[src/rtl/u8v_pkg.sv]
// u8v_pkg: shared types for the utf-8 stream validator
// second byte rule codes and the per-string checker state
// no dependencies
package u8v_pkg;

    typedef enum logic [2:0] {
        RULE_NONE  = 3'd0,
        RULE_A0_BF = 3'd1,
        RULE_80_9F = 3'd2,
        RULE_90_BF = 3'd3,
        RULE_80_8F = 3'd4
    } rule_t;

    typedef struct packed {
        logic [1:0] owed;
        rule_t      rule;
        logic       err;
    } chk_state_t;

    typedef struct packed {
        logic emit;
        logic verdict;
    } chk_result_t;

    localparam chk_state_t CHK_STATE_CLEAR = '{owed: 2'd0, rule: RULE_NONE, err: 1'b0};

    localparam logic [7:0] CONT_MASK  = 8'hC0;
    localparam logic [7:0] CONT_TAG   = 8'h80;
    localparam logic [7:0] ASCII_MAX  = 8'h7F;
    localparam logic [7:0] LEAD2_LO   = 8'hC2;
    localparam logic [7:0] LEAD2_HI   = 8'hDF;
    localparam logic [7:0] LEAD3_LO   = 8'hE0;
    localparam logic [7:0] LEAD3_HI   = 8'hEF;
    localparam logic [7:0] LEAD3_SURR = 8'hED;
    localparam logic [7:0] LEAD4_LO   = 8'hF0;
    localparam logic [7:0] LEAD4_HI   = 8'hF4;
    localparam logic [7:0] BOUND_A0   = 8'hA0;
    localparam logic [7:0] BOUND_9F   = 8'h9F;
    localparam logic [7:0] BOUND_90   = 8'h90;
    localparam logic [7:0] BOUND_8F   = 8'h8F;

endpackage

[src/rtl/utf8_stream_validator.sv]
// utf8_stream_validator: strict utf-8 well-formedness check over a byte stream
// top level: input beat register, byte checker, verdict output register
// depends on u8v_pkg and u8v_step
//
// usage
//   slave side takes one byte per beat: tdata = byte, tlast = last byte of the
//   string, tuser = no_byte (beat carries no byte and ends the string; an
//   empty string is a single no_byte beat)
//   master side gives one beat per string, tdata[0] = 1 when the string is
//   well-formed utf-8 without nul bytes
//   a byte is checked once it sits in the input register; when an ending beat
//   leaves that register, its verdict is loaded into the verdict register
//   throughput is one byte per cycle, set by the single register stage that
//   feeds the checker and the one-deep verdict register, except as below:
//   when the master side stalls with a verdict pending, bytes that give no
//   verdict keep flowing; a second ending beat waits in the input register
//   and tready drops until the verdict is taken
//   reset clears the checker state and both valid flags; no clearing pass
module utf8_stream_validator (
    input  logic       clk,
    input  logic       rst_n,
    input  logic       s_axis_tvalid,
    output logic       s_axis_tready,
    input  logic [7:0] s_axis_tdata,   // [7:0] byte_value
    input  logic       s_axis_tlast,   // last_byte
    input  logic       s_axis_tuser,   // no_byte
    output logic       m_axis_tvalid,
    input  logic       m_axis_tready,
    output logic [7:0] m_axis_tdata    // [0] is_valid, [7:1] zero
);
    import u8v_pkg::*;

    logic        in_valid_reg;
    logic [7:0]  in_byte_reg;
    logic        in_last_reg;
    logic        in_none_reg;
    chk_state_t  st_reg;
    chk_state_t  st_next;
    chk_result_t res;
    logic        out_valid_reg;
    logic        out_bit_reg;
    logic        out_free;
    logic        advance;
    logic        s_accept;

    u8v_step u_step (
        .state      (st_reg),
        .byte_value (in_byte_reg),
        .last_byte  (in_last_reg),
        .no_byte    (in_none_reg),
        .state_next (st_next),
        .result     (res)
    );

    assign out_free      = !out_valid_reg || m_axis_tready;
    assign advance       = in_valid_reg && (!res.emit || out_free);
    assign s_axis_tready = !in_valid_reg || advance;
    assign s_accept      = s_axis_tvalid && s_axis_tready;

    always_ff @(posedge clk or negedge rst_n)
    begin
        if (!rst_n)
        begin
            in_valid_reg  <= 1'b0;
            st_reg        <= CHK_STATE_CLEAR;
            out_valid_reg <= 1'b0;
        end
        else
        begin
            if (s_accept)
            begin
                in_valid_reg <= 1'b1;
            end
            else if (advance)
            begin
                in_valid_reg <= 1'b0;
            end
            if (advance)
            begin
                st_reg <= st_next;
            end
            if (advance && res.emit)
            begin
                out_valid_reg <= 1'b1;
            end
            else if (m_axis_tready)
            begin
                out_valid_reg <= 1'b0;
            end
        end
    end

    always_ff @(posedge clk)
    begin
        if (s_accept)
        begin
            in_byte_reg <= s_axis_tdata;
            in_last_reg <= s_axis_tlast;
            in_none_reg <= s_axis_tuser;
        end
        if (advance && res.emit)
        begin
            out_bit_reg <= res.verdict;
        end
    end

    assign m_axis_tvalid = out_valid_reg;
    assign m_axis_tdata  = {7'd0, out_bit_reg};

`ifndef ASSERT_OFF
    a_clear_after_verdict: assert property (@(posedge clk) disable iff (!rst_n)
        (advance && res.emit) |=> (st_reg.owed == 2'd0 && !st_reg.err))
        else $error("checker state not cleared after verdict");

    a_verdict_not_lost: assert property (@(posedge clk) disable iff (!rst_n)
        (out_valid_reg && !m_axis_tready) |-> !(advance && res.emit))
        else $error("verdict overwritten while output stalled");

    a_stall_only_when_full: assert property (@(posedge clk) disable iff (!rst_n)
        !s_axis_tready |-> (in_valid_reg && res.emit && out_valid_reg))
        else $error("input stalled without pending verdict");
`endif

endmodule

[src/rtl/u8v_step.sv]
// u8v_step: combinational check of one byte against the running state
// gives the next state and, at the end of a string, the verdict
// depends on u8v_pkg
module u8v_step (
    input  u8v_pkg::chk_state_t  state,
    input  logic [7:0]           byte_value,
    input  logic                 last_byte,
    input  logic                 no_byte,
    output u8v_pkg::chk_state_t  state_next,
    output u8v_pkg::chk_result_t result
);
    import u8v_pkg::*;

    chk_state_t taken;
    logic       cont_ok;

    always_comb
    begin
        cont_ok = ((byte_value & CONT_MASK) == CONT_TAG);
        unique case (state.rule)
            RULE_A0_BF: cont_ok = cont_ok && (byte_value >= BOUND_A0);
            RULE_80_9F: cont_ok = cont_ok && (byte_value <= BOUND_9F);
            RULE_90_BF: cont_ok = cont_ok && (byte_value >= BOUND_90);
            RULE_80_8F: cont_ok = cont_ok && (byte_value <= BOUND_8F);
            default:    cont_ok = cont_ok;
        endcase
    end

    always_comb
    begin
        taken = state;
        if (!no_byte)
        begin
            if (state.owed != 2'd0)
            begin
                if (!cont_ok)
                begin
                    taken.err = 1'b1;
                end
                taken.owed = state.owed - 2'd1;
                taken.rule = RULE_NONE;
            end
            else if (byte_value == 8'd0)
            begin
                taken.err = 1'b1;
            end
            else if (byte_value <= ASCII_MAX)
            begin
                taken = state;
            end
            else if (byte_value >= LEAD2_LO && byte_value <= LEAD2_HI)
            begin
                taken.owed = 2'd1;
                taken.rule = RULE_NONE;
            end
            else if (byte_value >= LEAD3_LO && byte_value <= LEAD3_HI)
            begin
                taken.owed = 2'd2;
                taken.rule = (byte_value == LEAD3_LO)   ? RULE_A0_BF :
                             (byte_value == LEAD3_SURR) ? RULE_80_9F : RULE_NONE;
            end
            else if (byte_value >= LEAD4_LO && byte_value <= LEAD4_HI)
            begin
                taken.owed = 2'd3;
                taken.rule = (byte_value == LEAD4_LO) ? RULE_90_BF :
                             (byte_value == LEAD4_HI) ? RULE_80_8F : RULE_NONE;
            end
            else
            begin
                taken.err = 1'b1;
            end
        end
    end

    always_comb
    begin
        result.emit    = last_byte || no_byte;
        result.verdict = !taken.err && (taken.owed == 2'd0);
        state_next     = result.emit ? CHK_STATE_CLEAR : taken;
    end

endmodule

[config.mk]
export PLATFORM = sky130hd
export DESIGN_NAME = utf8_stream_validator
export DESIGN_NICKNAME = d
export VERILOG_FILES = /design/src/rtl/u8v_pkg.sv /design/src/rtl/utf8_stream_validator.sv /design/src/rtl/u8v_step.sv
export SDC_FILE = /design/constraint.sdc
export NUM_CORES = 1
export LEC_CHECK = 0
export ABC_AREA = 1
export BUFFER_PORTS_ARGS = -buffer_cell sky130_fd_sc_hd__buf_2
export CAP_MARGIN = 10
export CELL_PAD_IN_SITES_DETAIL_PLACEMENT = 1
export CELL_PAD_IN_SITES_GLOBAL_PLACEMENT = 1
export CORE_ASPECT_RATIO = 0.5
export CORE_MARGIN = 3
export CORE_UTILIZATION = 30
export CTS_CLUSTER_DIAMETER = 150
export DETAILED_ROUTE_END_ITERATION = 12
export PLACE_DENSITY = 0.6
export RECOVER_POWER = 25
export SLEW_MARGIN = 5
export SYNTH_ARGS = -nofsm -noshare
export SYNTH_HDL_FRONTEND = slang
export SYNTH_HIERARCHICAL = 1
export SYNTH_SLANG_ARGS = --single-unit
[constraint.sdc]
create_clock -name clk -period 1.84 [get_ports clk]
set_clock_uncertainty 0.15 [all_clocks]
set_input_delay 0.368 -clock clk [delete_from_list [all_inputs] [get_ports clk]]
set_output_delay 0.368 -clock clk [all_outputs]
set_load 0.02 [all_outputs]
==> qor.csv <==
metric,value,unit
routed_wl,2.53,mm
die-area,4570,um2
holdWs,0.132,ns
r2r_start,in_byte_reg[2]$_DFFE_PP_,
core_area,3510,um2
reg2reg_setup_slack,0.22,ns
postCtsSetupBuffers,0,
maxCapViolCount,0,
drt_iter0_markers,26,
dpl.hpwl,2.11,mm
cts_buffers,3,
p_leak,0.615,nW
rr_endpoint,st_reg[0]$_DFFE_PN0P_,
grt_max_degree,12,
min_to,in_last_reg$_DFFE_PP_,
nets,172,
reg2reg_depth,9,
ys_types,22,
path_clk_slew,0.07,ns
track_usage,0.125,
cts_tree,yes,
critPathMaxStageDelay,0.39,ns
htree_levels,1,
ctsRootBufferMaster,clkbuf_8,
cts.sinks,19,
portBuffers,16,
peakVddDrop,0.336,mV
period_minus_slack,1.76,ns
design_area,1290,um2
cp_slowest_cell,edfxtp_1,
grt_antenna_before_repair,0,
dr_total_vias,902,
path_cells,or2_4 > nand4_1 > buf_4,
ys_seq_elements,19,
drtAntennaViolNets,0,
p_per_area,742,nW/um2
place_area,1230,um2
worst_ep_required_time,1.32,ns
rsz0062_at_grt,false,
synth_warnings,6,
area_growth,14.9,%
fillers,459,
timing.setup.tns,0,ns
grt_pass1_vias,935,
grt_pass1_wl,4.42,mm
status,completed,
final_cells,208,
netlist_area,1130,um2
post_drt_wl_per_cell,12.2,um
end_kind,output pin,
largest_reg_flops,8,
clock_path_buffers,2,
fin_util,0.369,
die_h,49.3,um
synth_cells,138,
holdPathStages,1,
overflow,0,
drt_first_pass_iters,4,
ys_seq_area_frac,0.471,
max_freq,569,MHz
critPathMaxFanout,6,
pin_count,24,
timing.final.ws_setup,0.0829,ns
period_share,0.955,
critPathLaunchType,flip-flop,
gp_congestion,0.817,
dp_slack,0.193,ns
power.total,0.960,mW
hold_violations,0,
cp.arrival,1.24,ns
routed_via_density,4.34,
drive_gt1_frac,0.280,
dp_cells,203,
insertion_delay,0.26,ns
diodes,0,
avgSynthCellArea,8.16,um2
crit_type,flip-flop to output pin,
finalSetupViolCount,0,
floorplan.initialDensity,0.321,
fp.dieW,92.6,um
maxSlewViolCount,0,
min_from,s_axis_tlast,
drcViolationCount,0,
num_rows,15,
hold_path.class,primary input to flip-flop,
## worst max-delay path, delay by kind of cell, from the launching register on
family / cells / cell delay [ns]
flops: 1 / 0.39
buf+inv: 1 / 0.16
simple gates: 2 / 0.43
## repair_timing
action,CTS,global route
resized for setup,2,0
endpoints found under the setup margin,1,0
endpoints found under the hold margin,8,0
hold buffers,1,0
## cell usage after synthesis (all sizes together)
library cell	instances	area, um2
a211oi	1	7.51
a21boi	1	7.51
a21oi	8	43.8
buf	9	67.6
conb	1	3.75
dfrtp	8	200
edfxtp	11	330
inv	18	67.6
nand2	41	176
nand3	14	87.6
nand3b	1	7.51
nand4	4	25.0
nor2	18	85.1
nor3	2	10.0
or2	1	6.26
## area by class of cell
type / instances / area (um2) / area share
timing repair buffer: 18 / 100 / 0.0774
multi-input combinational: 98 / 485 / 0.375
tap: 51 / 63.8 / 0.0493
sequential: 19 / 531 / 0.410
clock inverter: 1 / 5.00 / 0.00387
clock buffer: 3 / 41.3 / 0.0319
inverter: 18 / 67.6 / 0.0522
## logic make-up after synthesis
kind of cell	after synthesis	synth area share
other cells	1	0.00333
flops	19	0.471
buf+inv	27	0.120
compound gates	10	0.0522
simple gates	81	0.353
## routing by layer
layer	vias up	share of wire	track usage
li1	466	-	-
met1	417	0.53	0.168
met2	17	0.42	0.194
met3	2	0.038	0.0416
met4	0	0.0055	0.0292
met5	-	0	0
## power by group
group	switching, mW	internal (mW)	total (mW)
clock	0.140	0.151	0.290
sequential	0.0271	0.484	0.511
combinational	0.107	0.0511	0.158
## layout by cell type, fill, tap and decap left out, drive strengths merged
cell type    count
a21oi            8
clkinv           1
nand2           41
buf             17
clkbuf           3
nor3             2
edfxtp          11
dfrtp            8
a211oi           1
dlygate4sd3      1
inv             18
nand4            4
nor2            18
or2              1
a21boi           1
nand3b           1
nand3           14
conb             7
## how the worst max path moves through the flow
| stage | from | to | slack [ns] |
|---|---|---|---|
| floorplan | in_none_reg$_DFFE_PP_ | in_byte_reg[0]$_DFFE_PP_ | 0.07 |
| global placement | in_byte_reg[2]$_DFFE_PP_ | st_reg[0]$_DFFE_PN0P_ | 0.24 |
| detailed placement | in_last_reg$_DFFE_PP_ | in_byte_reg[3]$_DFFE_PP_ | 0.19 |
| CTS | in_last_reg$_DFFE_PP_ | s_axis_tready | 0.06 |
| global route | in_last_reg$_DFFE_PP_ | s_axis_tready | 0.009 |
| finish | in_last_reg$_DFFE_PP_ | s_axis_tready | 0.08 |
(Power assumes the default switching activity.)
